--- config.mk ---
export PLATFORM = sky130hd
export DESIGN_NAME = buddy_block_allocator_top_flat
export DESIGN_NICKNAME = d
export VERILOG_FILES = /design/src/rtl/bba_pkg.sv /design/src/rtl/bba_if.sv /design/src/rtl/bba_ctrl.sv /design/src/rtl/bba_dp.sv /design/src/rtl/buddy_block_allocator_top.sv /design/src/flat_wrapper.sv
export SDC_FILE = /design/constraint.sdc
export NUM_CORES = 1
export LEC_CHECK = 0
export BUFFER_PORTS_ARGS = -buffer_cell sky130_fd_sc_hd__buf_2
export CORE_AREA = 2 2 402 245
export CTS_BUF_LIST = sky130_fd_sc_hd__clkbuf_8
export CTS_CLUSTER_DIAMETER = 80
export DETAILED_ROUTE_END_ITERATION = 12
export DIE_AREA = 0 0 404 247
export HOLD_SLACK_MARGIN = 0.1
export PLACE_DENSITY = 0.54
export REMOVE_ABC_BUFFERS = 1
export SLEW_MARGIN = 30
export SYNTH_ARGS = -nofsm -noshare
export SYNTH_HDL_FRONTEND = slang
export SYNTH_SLANG_ARGS = --single-unit
--- constraint.sdc ---
create_clock -name clk_i -period 19.2 [get_ports clk_i]
set_input_delay 3.84 -clock clk_i [delete_from_list [all_inputs] [get_ports clk_i]]
set_output_delay 3.84 -clock clk_i [all_outputs]
set_load 0.02 [all_outputs]
--- src/rtl/bba_pkg.sv ---
package bba_pkg;

  localparam int MemoryBytesDef   = 65536;
  localparam int MinChunkBytesDef = 512;
  localparam int HeaderBytesDef   = 8;

  localparam int ApbAddrW = 3;
  localparam int ApbDataW = 32;
  localparam logic [ApbAddrW-3:0] REG_BASE_ADDRESS = '0;

  localparam int ReqW = 17;
  localparam int AddrW = 32;

  typedef enum logic [1:0] {
    ST_OK       = 2'd0,
    ST_NOSPACE  = 2'd1,
    ST_NOTFOUND = 2'd2
  } status_e;

  typedef enum logic [3:0] {
    OP_NOP,
    OP_CLR,
    OP_LOAD,
    OP_SIZE,
    OP_SCAN,
    OP_SPLIT,
    OP_TAKE,
    OP_FREAD,
    OP_FCHK,
    OP_MRD,
    OP_MCHK,
    OP_FEND,
    OP_NOSPACE,
    OP_NOTFOUND,
    OP_OUT
  } dp_op_e;

  typedef enum logic [3:0] {
    S_CLR,
    S_IDLE,
    S_SIZE,
    S_SCAN,
    S_SPLIT,
    S_TAKE,
    S_FREE0,
    S_FCHK,
    S_MRD,
    S_MCHK,
    S_FEND,
    S_DONE
  } state_e;

  typedef struct packed {
    dp_op_e op;
  } dp_cmd_t;

  typedef struct packed {
    logic clr_last;
    logic size_ge;
    logic k_top;
    logic hit;
    logic scan_end;
    logic have;
    logic split_done;
    logic free_bad;
    logic rd_start;
    logic merge_ok;
    logic out_free;
  } dp_status_t;

endpackage

--- src/rtl/bba_if.sv ---
interface bba_in_if;
  import bba_pkg::*;
  logic             valid;
  logic             ready;
  logic             mode;
  logic [ReqW-1:0]  request_bytes;
  logic [AddrW-1:0] pointer;
  modport source (output valid, mode, request_bytes, pointer, input ready);
  modport sink (input valid, mode, request_bytes, pointer, output ready);
endinterface

interface bba_out_if;
  import bba_pkg::*;
  logic             valid;
  logic             ready;
  logic [AddrW-1:0] result_address;
  logic [1:0]       status;
  modport source (output valid, result_address, status, input ready);
  modport sink (input valid, result_address, status, output ready);
endinterface

--- src/rtl/bba_ctrl.sv ---
module bba_ctrl
  import bba_pkg::*;
(
  input  logic       clk_i,
  input  logic       rst_ni,
  input  logic       in_valid_i,
  input  logic       in_mode_i,
  output logic       in_ready_o,
  input  dp_status_t status_i,
  output dp_cmd_t    cmd_o
);

  state_e state_q, state_d;

  always_ff @(posedge clk_i or negedge rst_ni) begin
    if (!rst_ni) begin
      state_q <= S_CLR;
    end else begin
      state_q <= state_d;
    end
  end

  always_comb begin
    state_d    = state_q;
    cmd_o.op   = OP_NOP;
    in_ready_o = 1'b0;
    unique case (state_q)
      S_CLR: begin
        cmd_o.op = OP_CLR;
        if (status_i.clr_last) state_d = S_IDLE;
      end
      S_IDLE: begin
        in_ready_o = 1'b1;
        if (in_valid_i) begin
          cmd_o.op = OP_LOAD;
          state_d  = in_mode_i ? S_FREE0 : S_SIZE;
        end
      end
      S_SIZE: begin
        if (status_i.size_ge) begin
          state_d = S_SCAN;
        end else if (status_i.k_top) begin
          cmd_o.op = OP_NOSPACE;
          state_d  = S_DONE;
        end else begin
          cmd_o.op = OP_SIZE;
        end
      end
      S_SCAN: begin
        cmd_o.op = OP_SCAN;
        if (status_i.hit) begin
          state_d = S_TAKE;
        end else if (status_i.scan_end) begin
          if (status_i.have) begin
            state_d = S_SPLIT;
          end else begin
            cmd_o.op = OP_NOSPACE;
            state_d  = S_DONE;
          end
        end
      end
      S_SPLIT: begin
        cmd_o.op = OP_SPLIT;
        if (status_i.split_done) state_d = S_TAKE;
      end
      S_TAKE: begin
        cmd_o.op = OP_TAKE;
        state_d  = S_DONE;
      end
      S_FREE0: begin
        if (status_i.free_bad) begin
          cmd_o.op = OP_NOTFOUND;
          state_d  = S_DONE;
        end else begin
          cmd_o.op = OP_FREAD;
          state_d  = S_FCHK;
        end
      end
      S_FCHK: begin
        if (!status_i.rd_start) begin
          cmd_o.op = OP_NOTFOUND;
          state_d  = S_DONE;
        end else begin
          cmd_o.op = OP_FCHK;
          state_d  = S_MRD;
        end
      end
      S_MRD: begin
        if (status_i.k_top) begin
          state_d = S_FEND;
        end else begin
          cmd_o.op = OP_MRD;
          state_d  = S_MCHK;
        end
      end
      S_MCHK: begin
        if (status_i.merge_ok) begin
          cmd_o.op = OP_MCHK;
          state_d  = S_MRD;
        end else begin
          state_d = S_FEND;
        end
      end
      S_FEND: begin
        cmd_o.op = OP_FEND;
        state_d  = S_DONE;
      end
      S_DONE: begin
        if (status_i.out_free) begin
          cmd_o.op = OP_OUT;
          state_d  = S_IDLE;
        end
      end
      default: state_d = S_IDLE;
    endcase
  end

endmodule

--- src/rtl/bba_dp.sv ---
module bba_dp
  import bba_pkg::*;
#(
  parameter int MemoryBytes   = MemoryBytesDef,
  parameter int MinChunkBytes = MinChunkBytesDef,
  parameter int HeaderBytes   = HeaderBytesDef
) (
  input  logic             clk_i,
  input  logic             rst_ni,
  input  dp_cmd_t          cmd_i,
  output dp_status_t       status_o,
  input  logic [AddrW-1:0] base_i,
  input  logic             in_mode_i,
  input  logic [ReqW-1:0]  in_req_i,
  input  logic [AddrW-1:0] in_ptr_i,
  output logic             out_valid_o,
  input  logic             out_ready_i,
  output logic [AddrW-1:0] out_addr_o,
  output logic [1:0]       out_status_o
);

  localparam int UnitCount = MemoryBytes / MinChunkBytes;
  localparam int TopOrder  = (UnitCount < 2) ? 0 : $clog2(UnitCount + 1) - 1;
  localparam int Limit     = 1 << TopOrder;
  localparam int AW        = (TopOrder > 0) ? TopOrder : 1;
  localparam int OW        = ($clog2(TopOrder + 1) > 0) ? $clog2(TopOrder + 1) : 1;
  localparam int EW        = OW + 2;
  localparam int Shift     = $clog2(MinChunkBytes);
  localparam int NeedW     = ReqW + 1;

  logic [EW-1:0] mem_q [Limit];
  logic [EW-1:0] rd_q;

  logic [AW:0]       cnt_q, cnt_d;
  logic              rd_v_q, rd_v_d;
  logic              have_q, have_d;
  logic              out_v_q, out_v_d;
  logic [AW-1:0]     ev_u_q, ev_u_d;
  logic [AW-1:0]     best_q, best_d;
  logic [AW-1:0]     u_q, u_d;
  logic [OW-1:0]     k_q, k_d;
  logic [OW-1:0]     cur_q, cur_d;
  logic [NeedW-1:0]  need_q, need_d;
  logic [AddrW-1:0]  loc_q, loc_d;
  logic [AddrW-1:0]  res_addr_q, res_addr_d;
  status_e           res_st_q, res_st_d;
  logic [AddrW-1:0]  out_addr_q, out_addr_d;
  status_e           out_st_q, out_st_d;

  logic          we, re;
  logic [AW-1:0] waddr, raddr;
  logic [EW-1:0] wdata;

  logic          rd_start, rd_taken;
  logic [OW-1:0] rd_ord, ord_m1;
  logic [AW-1:0] buddy;
  logic          larger;

  assign rd_start = rd_q[EW-1];
  assign rd_taken = rd_q[EW-2];
  assign rd_ord   = rd_q[OW-1:0];
  assign ord_m1   = cur_q - OW'(1);
  assign buddy    = u_q ^ (AW'(1) << k_q);
  assign larger   = rd_v_q && rd_start && !rd_taken && (rd_ord > k_q) &&
                    (!have_q || (rd_ord < cur_q));

  always_comb begin
    status_o.clr_last   = (cnt_q == (AW + 1)'(Limit - 1));
    status_o.size_ge    = ((32'(MinChunkBytes) << k_q) >= 32'(need_q));
    status_o.k_top      = (32'(k_q) >= 32'(TopOrder));
    status_o.hit        = rd_v_q && rd_start && !rd_taken && (rd_ord == k_q);
    status_o.scan_end   = (cnt_q == (AW + 1)'(Limit)) && !rd_v_q;
    status_o.have       = have_q;
    status_o.split_done = (cur_q == k_q);
    status_o.free_bad   = (loc_q[Shift-1:0] != '0) ||
                          ((loc_q >> Shift) >= 32'(Limit));
    status_o.rd_start   = rd_start;
    status_o.merge_ok   = rd_start && !rd_taken && (rd_ord == k_q);
    status_o.out_free   = !out_v_q || out_ready_i;
  end

  always_comb begin
    cnt_d      = cnt_q;
    rd_v_d     = 1'b0;
    have_d     = have_q;
    out_v_d    = out_v_q && !out_ready_i;
    ev_u_d     = ev_u_q;
    best_d     = best_q;
    u_d        = u_q;
    k_d        = k_q;
    cur_d      = cur_q;
    need_d     = need_q;
    loc_d      = loc_q;
    res_addr_d = res_addr_q;
    res_st_d   = res_st_q;
    out_addr_d = out_addr_q;
    out_st_d   = out_st_q;
    we         = 1'b0;
    re         = 1'b0;
    waddr      = '0;
    raddr      = '0;
    wdata      = '0;
    unique case (cmd_i.op)
      OP_NOP: ;
      OP_CLR: begin
        we    = 1'b1;
        waddr = cnt_q[AW-1:0];
        wdata = (cnt_q == '0) ? {1'b1, 1'b0, OW'(TopOrder)} : '0;
        cnt_d = cnt_q + 1'b1;
      end
      OP_LOAD: begin
        need_d = NeedW'(in_req_i) + NeedW'(HeaderBytes);
        loc_d  = in_ptr_i - base_i - AddrW'(HeaderBytes);
        k_d    = '0;
        cnt_d  = '0;
        have_d = 1'b0;
        res_st_d = in_mode_i ? ST_OK : ST_NOSPACE;
      end
      OP_SIZE: k_d = k_q + 1'b1;
      OP_SCAN: begin
        if (cnt_q < (AW + 1)'(Limit)) begin
          re     = 1'b1;
          raddr  = cnt_q[AW-1:0];
          rd_v_d = 1'b1;
          ev_u_d = cnt_q[AW-1:0];
          cnt_d  = cnt_q + 1'b1;
        end
        if (status_o.hit) begin
          best_d = ev_u_q;
          cur_d  = k_q;
        end else if (larger) begin
          best_d = ev_u_q;
          cur_d  = rd_ord;
          have_d = 1'b1;
        end
      end
      OP_SPLIT: begin
        if (!status_o.split_done) begin
          we    = 1'b1;
          waddr = best_q + (AW'(1) << ord_m1);
          wdata = {1'b1, 1'b0, ord_m1};
          cur_d = ord_m1;
        end
      end
      OP_TAKE: begin
        we         = 1'b1;
        waddr      = best_q;
        wdata      = {1'b1, 1'b1, k_q};
        res_addr_d = base_i + AddrW'(HeaderBytes) + (AddrW'(best_q) << Shift);
        res_st_d   = ST_OK;
      end
      OP_FREAD: begin
        re    = 1'b1;
        raddr = loc_q[Shift +: AW];
        u_d   = loc_q[Shift +: AW];
      end
      OP_FCHK: k_d = rd_ord;
      OP_MRD: begin
        re    = 1'b1;
        raddr = buddy;
      end
      OP_MCHK: begin
        we    = 1'b1;
        waddr = u_q | (AW'(1) << k_q);
        wdata = '0;
        u_d   = u_q & ~(AW'(1) << k_q);
        k_d   = k_q + 1'b1;
      end
      OP_FEND: begin
        we         = 1'b1;
        waddr      = u_q;
        wdata      = {1'b1, 1'b0, k_q};
        res_addr_d = '0;
        res_st_d   = ST_OK;
      end
      OP_NOSPACE: begin
        res_addr_d = '0;
        res_st_d   = ST_NOSPACE;
      end
      OP_NOTFOUND: begin
        res_addr_d = '0;
        res_st_d   = ST_NOTFOUND;
      end
      OP_OUT: begin
        out_v_d    = 1'b1;
        out_addr_d = res_addr_q;
        out_st_d   = res_st_q;
      end
      default: ;
    endcase
  end

  always_ff @(posedge clk_i) begin
    if (we) mem_q[waddr] <= wdata;
    if (re) rd_q <= mem_q[raddr];
  end

  always_ff @(posedge clk_i or negedge rst_ni) begin
    if (!rst_ni) begin
      cnt_q   <= '0;
      rd_v_q  <= 1'b0;
      have_q  <= 1'b0;
      out_v_q <= 1'b0;
    end else begin
      cnt_q   <= cnt_d;
      rd_v_q  <= rd_v_d;
      have_q  <= have_d;
      out_v_q <= out_v_d;
    end
  end

  always_ff @(posedge clk_i) begin
    ev_u_q     <= ev_u_d;
    best_q     <= best_d;
    u_q        <= u_d;
    k_q        <= k_d;
    cur_q      <= cur_d;
    need_q     <= need_d;
    loc_q      <= loc_d;
    res_addr_q <= res_addr_d;
    res_st_q   <= res_st_d;
    out_addr_q <= out_addr_d;
    out_st_q   <= out_st_d;
  end

  assign out_valid_o  = out_v_q;
  assign out_addr_o   = out_addr_q;
  assign out_status_o = out_st_q;

endmodule

--- src/rtl/buddy_block_allocator_top.sv ---
// Channel  Dir  Payload                           Handshake
// in_i     in   mode, request_bytes, pointer       valid/ready
// out_o    out  result_address, status            valid/ready
// apb      in   base_address (reg 0)              psel/penable, pready=1
//
// One transaction at a time. Allocate: sizing steps, a scan over the unit memory
// (one read port), one split step per level, then take and result. Free: read
// and check of the block, a buddy read and check per merge, then write-back.
// After reset a clearing pass over the unit memory runs before in_i.ready rises.
// A finished result waits in the output register; the next transaction is taken
// meanwhile, and only its completion waits for out_o.ready.
module buddy_block_allocator_top
  import bba_pkg::*;
#(
  parameter int MemoryBytes   = MemoryBytesDef,
  parameter int MinChunkBytes = MinChunkBytesDef,
  parameter int HeaderBytes   = HeaderBytesDef
) (
  input  logic                clk_i,
  input  logic                rst_ni,
  bba_in_if.sink              in_i,
  bba_out_if.source           out_o,
  input  logic                psel,
  input  logic                penable,
  input  logic                pwrite,
  input  logic [ApbAddrW-1:0] paddr,
  input  logic [ApbDataW-1:0] pwdata,
  output logic [ApbDataW-1:0] prdata,
  output logic                pready
);

  logic [AddrW-1:0] base_q;
  dp_cmd_t          cmd;
  dp_status_t       status;

  always_ff @(posedge clk_i or negedge rst_ni) begin
    if (!rst_ni) begin
      base_q <= '0;
    end else if (psel && penable && pwrite && pready &&
                 (paddr[ApbAddrW-1:2] == REG_BASE_ADDRESS)) begin
      base_q <= pwdata;
    end
  end

  assign pready = 1'b1;
  assign prdata = (paddr[ApbAddrW-1:2] == REG_BASE_ADDRESS) ? base_q : '0;

  bba_ctrl u_ctrl (
    .clk_i      (clk_i),
    .rst_ni     (rst_ni),
    .in_valid_i (in_i.valid),
    .in_mode_i  (in_i.mode),
    .in_ready_o (in_i.ready),
    .status_i   (status),
    .cmd_o      (cmd)
  );

  bba_dp #(
    .MemoryBytes   (MemoryBytes),
    .MinChunkBytes (MinChunkBytes),
    .HeaderBytes   (HeaderBytes)
  ) u_dp (
    .clk_i        (clk_i),
    .rst_ni       (rst_ni),
    .cmd_i        (cmd),
    .status_o     (status),
    .base_i       (base_q),
    .in_mode_i    (in_i.mode),
    .in_req_i     (in_i.request_bytes),
    .in_ptr_i     (in_i.pointer),
    .out_valid_o  (out_o.valid),
    .out_ready_i  (out_o.ready),
    .out_addr_o   (out_o.result_address),
    .out_status_o (out_o.status)
  );

endmodule
--- src/flat_wrapper.sv ---
// flat-port wrapper written by rule: the top's interface ports become plain ports
module buddy_block_allocator_top_flat import bba_pkg::*;
#(
  parameter int MemoryBytes   = MemoryBytesDef,
  parameter int MinChunkBytes = MinChunkBytesDef,
  parameter int HeaderBytes   = HeaderBytesDef
)
  (clk_i, rst_ni, psel, penable, pwrite, paddr, pwdata, prdata, pready, in_i_valid, in_i_mode, in_i_request_bytes, in_i_pointer, in_i_ready, out_o_valid, out_o_result_address, out_o_status, out_o_ready);
  bba_in_if in_i_i ();
  bba_out_if out_o_i ();
  input  logic clk_i;
  input  logic rst_ni;
  input  logic psel;
  input  logic penable;
  input  logic pwrite;
  input  logic [ApbAddrW-1:0] paddr;
  input  logic [ApbDataW-1:0] pwdata;
  output logic [ApbDataW-1:0] prdata;
  output logic pready;
  input wire logic [$bits(in_i_i.valid)-1:0] in_i_valid;
  input wire logic [$bits(in_i_i.mode)-1:0] in_i_mode;
  input wire logic [$bits(in_i_i.request_bytes)-1:0] in_i_request_bytes;
  input wire logic [$bits(in_i_i.pointer)-1:0] in_i_pointer;
  output wire logic [$bits(in_i_i.ready)-1:0] in_i_ready;
  output wire logic [$bits(out_o_i.valid)-1:0] out_o_valid;
  output wire logic [$bits(out_o_i.result_address)-1:0] out_o_result_address;
  output wire logic [$bits(out_o_i.status)-1:0] out_o_status;
  input wire logic [$bits(out_o_i.ready)-1:0] out_o_ready;
  assign in_i_i.valid = in_i_valid;
  assign in_i_i.mode = in_i_mode;
  assign in_i_i.request_bytes = in_i_request_bytes;
  assign in_i_i.pointer = in_i_pointer;
  assign in_i_ready = in_i_i.ready;
  assign out_o_valid = out_o_i.valid;
  assign out_o_result_address = out_o_i.result_address;
  assign out_o_status = out_o_i.status;
  assign out_o_i.ready = out_o_ready;
  buddy_block_allocator_top #(.MemoryBytes(MemoryBytes), .MinChunkBytes(MinChunkBytes), .HeaderBytes(HeaderBytes)) u_core (.clk_i(clk_i), .rst_ni(rst_ni), .in_i(in_i_i), .out_o(out_o_i), .psel(psel), .penable(penable), .pwrite(pwrite), .paddr(paddr), .pwdata(pwdata), .prdata(prdata), .pready(pready));
endmodule
==> impl_metrics.tcl, run 1 <==
set metrics [dict create \
    initial_core_util_pct 39.45 \
    first_global_vias 25200 \
    cts_buffers 130 \
    cts-root-buf "clkbuf_8" \
    first_pass_iters 6 \
    syn2layout_area_growth_pct 11.79 \
    power_density_nw_per_um2 140.5 \
    grt_pass1_wl_mm 167.9 \
    grt_max_degree 129 \
    wl_mm 115.3 \
    synth.ff_latch_count 837 \
    die_h_um 247 \
    clk_pin_slew_worst_paths_ps 60 \
    status "complete, no violations" \
    track_usage_pct 22.85 \
    clock_sinks 837 \
    via_per_inst 5.715 \
    setup_viol 0 \
    synth_top_area_cell "edfxtp_1" \
    cts.hold.buffers_added 0 \
    hold_depth 0 \
    rrSetupSlack_ps 12300 \
    rows 89 \
    ir_drop_uv 88.02 \
    vias 26560 \
    placed_area_sq_um 40250 \
    ys_warn_count 0 \
    synth_fa_ha_area_share_pct 3.912 \
    hold_start "u_core.u_dp.ev_u_q[2]" \
    drc 0 \
    p_leak_nw 15.71 \
    clockBufferDepth 3 \
    gr-total-overflow 0 \
    min_period_over_period_pct 44.10 \
    dp_slack_ps 10730 \
    post-synth-top-count-cell "edfxtp_1" \
    gp_congestion 0.8925 \
    synth-seq-area-share_pct 65.30 \
    synthSimpleGateAreaFrac_pct 14.08 \
    synth_cells 3087 \
    synth_top_family_by_area "simple AND/OR/NAND/NOR gates" \
    drv_slew 0 \
    fin_crit_ps 8466 \
    endpoint_kind "primary output" \
    hold_class "flop to flop" \
    cp_data_required_time_ps 15360 \
    tightest_slew_ps 1016 \
    dp.cells 4415 \
    clock_skew_ps 32.46 \
    reg2reg_from "u_core.u_dp.k_q[0]" \
    ys_top_cells_by_area "edfxtp_1 62%, nand2_1 5.2%, ha_1 3.8%, dfrtp_1 3.1%, nor2_1 2.5%" \
    path_max_fanout 33 \
    post_cts_buffers 0 \
    htree_levels 4 \
    setup_ws_ps 10730 \
    rsz0062_at_grt "false" \
    worstPathArrival_ps 4630 \
    fmax_ghz 0.1181 \
    holdPathEnd "u_core.u_dp.best_q[2]" \
    antenna_found_initial 7 \
    dr.first_iter.drc_count 3025 \
    reg2reg_depth 15 \
    io_pins 161 \
    synth.area.mux_share_pct 2.176 \
    instances_no_fill 4648 \
    synth_compound_area_share_pct 9.274 \
    ctsResizeCount 0 \
    synthXorXnorAreaFrac_pct 1.792 \
    syn_avg_cell_area_sq_um 12.35 \
    insertion_delay_ps 820 \
    start_kind "primary input" \
    syn_area_sq_um 38130 \
    synth_ff_type "edfxtp_1" \
    numPortBuffers 157 \
    critPathKind "primary input to primary output" \
    maxSlewHeadroom_pct 31.69 \
    synth_edf_count 790 \
    synth_top_area_share_pct 62.22 \
    finalHoldViolCount 0 \
    fin_nets 3483 \
    ys_top_cells_by_count "790 x edfxtp_1, 527 x nand2_1, 252 x nor2_1" \
    detailed_place_hpwl_mm 74.54 \
    core_area_sq_um 96660 \
    cap_violations 0 \
    synth_cell_types 89 \
    ant_nets 0 \
    r2r-end "u_core.u_dp.rd_q[4]" \
    wire_per_inst_um 24.80 \
    async_flop_share_pct 5.615 \
    cts_tree "yes" \
    final_area_sq_um 42620 \
    dieArea_sq_um 99790 \
    setup_tns_ps 0 \
    die_x_um 404 \
    layout-drive-gt1-share_pct 13.67 \
    fin_hold_ws_ps 407.0 \
]
## routing by layer
layer	share of wire, %	global-route usage, %	up-vias
met3	9.6	5.620	158
met5	0.010	0	-
met2	40	30.36	1215
met1	49	36.18	13370
li1	-	-	11810
met4	2.0	6.453	2
## cell usage in the layout (no fill, tap or decap), drive strengths merged, types with 17 or more instances in the layout
cell type / instances
xor2: 31
a311oi: 33
and3: 79
dfrtp: 47
a31oi: 75
mux2i: 39
clkinv: 36
nand4: 35
nor2: 254
a21o: 27
ha: 116
clkbuf: 138
a211oi: 73
o21ai: 57
edfxtp: 790
a32oi: 21
nand2: 528
a21oi: 62
nor2b: 44
nor3: 17
nand3: 164
xnor2: 47
buf: 209
mux2: 39
inv: 191
## through the flow
step	utilization (%)	power [W]
after floorplan	-	0.003747
after CTS	44.09	0.005978
after detailed placement	41.64	0.004557
after global routing	44.09	0.006266
final	44.10	0.005989
after global placement	41.63	0.004524
## registers in the layout (all words and copies together), names as in the netlist, 3 cells and up
register,count
u_core.u_dp.best_q,7
u_core.u_dp.cur_q,3
u_core.u_dp.cnt_q,8
u_core.u_dp.loc_q,32
u_core.u_dp.res_addr_q,32
u_core.u_dp.mem_q,640
u_core.u_ctrl.state_q,4
u_core.u_dp.need_q,18
u_core.base_q,32
u_core.u_dp.rd_q,5
u_core.u_dp.k_q,3
u_core.u_dp.out_addr_o,32
u_core.u_dp.ev_u_q,7
u_core.u_dp.u_q,7
## how the worst max path moves through the flow
stage            endpoint  cells after the start  slack, ps     start
4_1_cts        prdata[14]                      3      10730  paddr[2]
5_1_grt        prdata[13]                      3      10640  paddr[2]
3_3_place_gp   prdata[23]                      3      10760  paddr[2]
6_report       prdata[29]                      3      10730  paddr[2]
3_5_place_dp   prdata[14]                      3      10730  paddr[2]
2_1_floorplan  prdata[10]                      1      11220  paddr[2]
## power by group
part | leakage [nW] | internal (W) | switching [W]
sequential | 7.87 | 0.00232 | 0.000122
clock | 1.37 | 0.000693 | 0.000727
combinational | 6.47 | 0.000592 | 0.00153
total | 15.7 | 0.00361 | 0.00238
## kinds of logic after synthesis
| group | count (synthesis) |
|---|---|
| fa+ha+maj | 118 |
| compound gates | 489 |
| simple gates | 1191 |
| mux | 78 |
| buf+inv | 295 |
| flops | 837 |
| xor+xnor | 78 |
| other cells | 1 |
## layout make-up
class                   instances  area (sq um)
fillers                      8895         54030
flip-flops and latches        837         24900
multi-input cells            1955         12050
clock buffers                 138          1899
well taps                    1274          1594
repair buffers                209          1189
inverters                     140         525.5
clock inverters                93         461.7
diodes                          2         5.005
## worst max-delay path, stage by stage
cell	delay, ps
buf_2	470
nor2_1	110
buf_2	180
No activity file was read; power rests on OpenSTA's default activity.
==> run 2, diff against run 1 <==
clock period = 8.82 ns   (was 19.2 ns; I/O delays follow)
==> run 2 against run 1 <==
Die area unchanged; register-to-register slack worse by 9300 ps; clock skew increased by 5.8 ps; sequential share of layout area hardly changed; combinational power increased by 120%; first-iteration DRC count is 5.2% higher; sequential cell count unchanged.
==> impl_metrics.tcl, run 2 (synthesis gave the netlist of run 1 again) <==
set metrics [dict create \
    cts-root-buf "clkbuf_8" \
    dr.first_iter.drc_count 3183 \
    rsz0062_at_grt "false" \
    fill_cells 8910 \
    wire_per_inst_um 24.66 \
    post_cts_buffers 0 \
    dp.cells 4418 \
    slowest_delay_ps 700 \
    final_cell_mix "790 x edfxtp_1, 522 x nand2_1, 248 x nor2_1" \
    core_area_sq_um 96660 \
    path_cells "inv_1 -> ha_1 -> nand2_1 -> ha_1 -> a22oi_4 -> buf_4 -> buf_4 -> and2_4 -> buf_4 -> nand2_1 -> a311oi_1 -> a211oi_1 -> a2111oi_2 -> a211oi_1 -> a31oi_1" \
    p_switching_w 0.005081 \
    p_int_w 0.007847 \
    fin_hold_ws_ps 417.2 \
    top_layer_used "met4" \
    wl_met1_mm 54.67 \
    first_pass_iters 6 \
    fmax_ghz 0.1726 \
    maxSlewHeadroom_pct 33.43 \
    ant_nets 0 \
    syn2layout_area_growth_pct 11.73 \
    pwr-share-comb_pct 35.4 \
    drc 0 \
    tightest_slew_ps 990.3 \
    cts.hold.buffers_added 0 \
    crit_path_top_delay_cell "buf_4" \
    power_density_nw_per_um2 303.5 \
    setup_viol 0 \
    antenna_cells 0 \
    start_kind "flop" \
    insertion_delay_ps 820 \
    setup_ws_ps 3025 \
    via_per_inst 5.706 \
    ctsResizeCount 0 \
    clk_pin_slew_worst_paths_ps 70 \
    vias 26470 \
    cp_data_required_time_ps 9330 \
    clock_skew_ps 38.22 \
    ir_drop_uv 229.4 \
    grt_pass1_wl_mm 166.5 \
    seq_power_share_pct 41.3 \
    numPortBuffers 157 \
    largest_reg_flops 640 \
    dp_slack_ps 3253 \
    crit_top_cell "buf_4" \
    wl_met2_mm 45.80 \
    clockBufferDepth 3 \
    htree_levels 3 \
    path_max_fanout 61 \
    initial_core_util_pct 39.45 \
    io_pins 161 \
    path_delay_family "compound AO/OA/AOI/OAI gates" \
    die_h_um 247 \
    instances_no_fill 4639 \
    cap_violations 0 \
    p_clk_share_pct 23.4 \
    hold_class "flop to flop" \
    fin_nets 3476 \
    antenna_found_initial 1 \
    dieArea_sq_um 99790 \
    switching_share_pct 39.30 \
    grt_max_degree 108 \
    critPathBufInv 4 \
    drv_slew 0 \
    first_global_vias 25140 \
    largest-register "u_core.u_dp.mem_q" \
    rows 89 \
    fin_crit_ps 5795 \
    total_power_w 0.01293 \
    status "complete, no violations" \
    detailed_place_hpwl_mm 74.29 \
    endpoint_kind "flop" \
    wl_met3_mm 12.32 \
    critPathKind "flop to flop" \
    p_leak_nw 15.74 \
    die_x_um 404 \
    track_usage_pct 22.59 \
    setup_tns_ps 0 \
    clock_sinks 837 \
    gr-total-overflow 0 \
    worstPathArrival_ps 6300 \
    gp_congestion 0.8773 \
    cts_tree "yes" \
    layout-drive-gt1-share_pct 13.43 \
    wl_mm 114.4 \
    layout_commonest_cell "edfxtp_1" \
    finalHoldViolCount 0 \
    cts_buffers 120 \
    min_period_over_period_pct 65.70 \
]
==> run 2: worst register-to-register path, delay by kind of cell (launching register included) <==
family	cells	cell delay, ps
AO/OA/AOI/OAI	6	1970
buffers and inverters	4	1730
AND/OR/NAND/NOR	3	670
adder cells (fa/ha/maj)	2	580
flip-flops	1	570
==> run 2: layer usage <==
layer,global-route usage [%],vias up
li1,-,11800
met1,35.55,13290
met2,30.39,1245
met3,6.797,135
met4,4.006,0
met5,0,-
==> run 2: layout make-up <==
cell class / instances / area [sq um] / area share, %
sequential: 837 / 24900 / 58.45
tap: 1274 / 1594 / 3.742
clock buffer: 128 / 1762 / 4.135
clock inverter: 93 / 523.0 / 1.228
timing repair buffer: 212 / 1260 / 2.958
inverter: 140 / 525.5 / 1.234
multi-input combinational: 1955 / 12040 / 28.26
==> run 2: final timing paths <==
path | endpoint | slack (ps) | from | depth (start not counted)
min in group asynchronous | u_core.base_q[6] | 1100 | rst_ni | 2
worst min register to register | u_core.u_dp.out_addr_o[0] | 420 | u_core.u_dp.res_addr_q[0] | 0
worst max-delay path | u_core.u_dp.rd_q[0] | 3020 | u_core.u_dp.k_q[0] | 15
worst min-delay path | u_core.u_dp.out_addr_o[0] | 420 | u_core.u_dp.res_addr_q[0] | 0
worst max register to register | u_core.u_dp.rd_q[0] | 3020 | u_core.u_dp.k_q[0] | 15
max in group asynchronous | u_core.base_q[19] | 7280 | rst_ni | 2
==> run 2: per-stage QoR <==
stage,cell area [sq um],utilization [%]
floorplan,37340,-
global route,42600,44.07
global placement,40280,41.67
CTS,42590,44.07
finish,42600,44.07
detailed placement,40310,41.70
==> run 2: power by group through the flow <==
stage | registers [W] | clock network, W | logic (W)
floorplan | 0.00541 | 0 | 0.00274
global placement | 0.00539 | 0 | 0.00441
detailed placement | 0.00541 | 0 | 0.00449
CTS | 0.00533 | 0.00309 | 0.00451
global route | 0.00537 | 0.00326 | 0.00492
finish | 0.00534 | 0.00302 | 0.00457
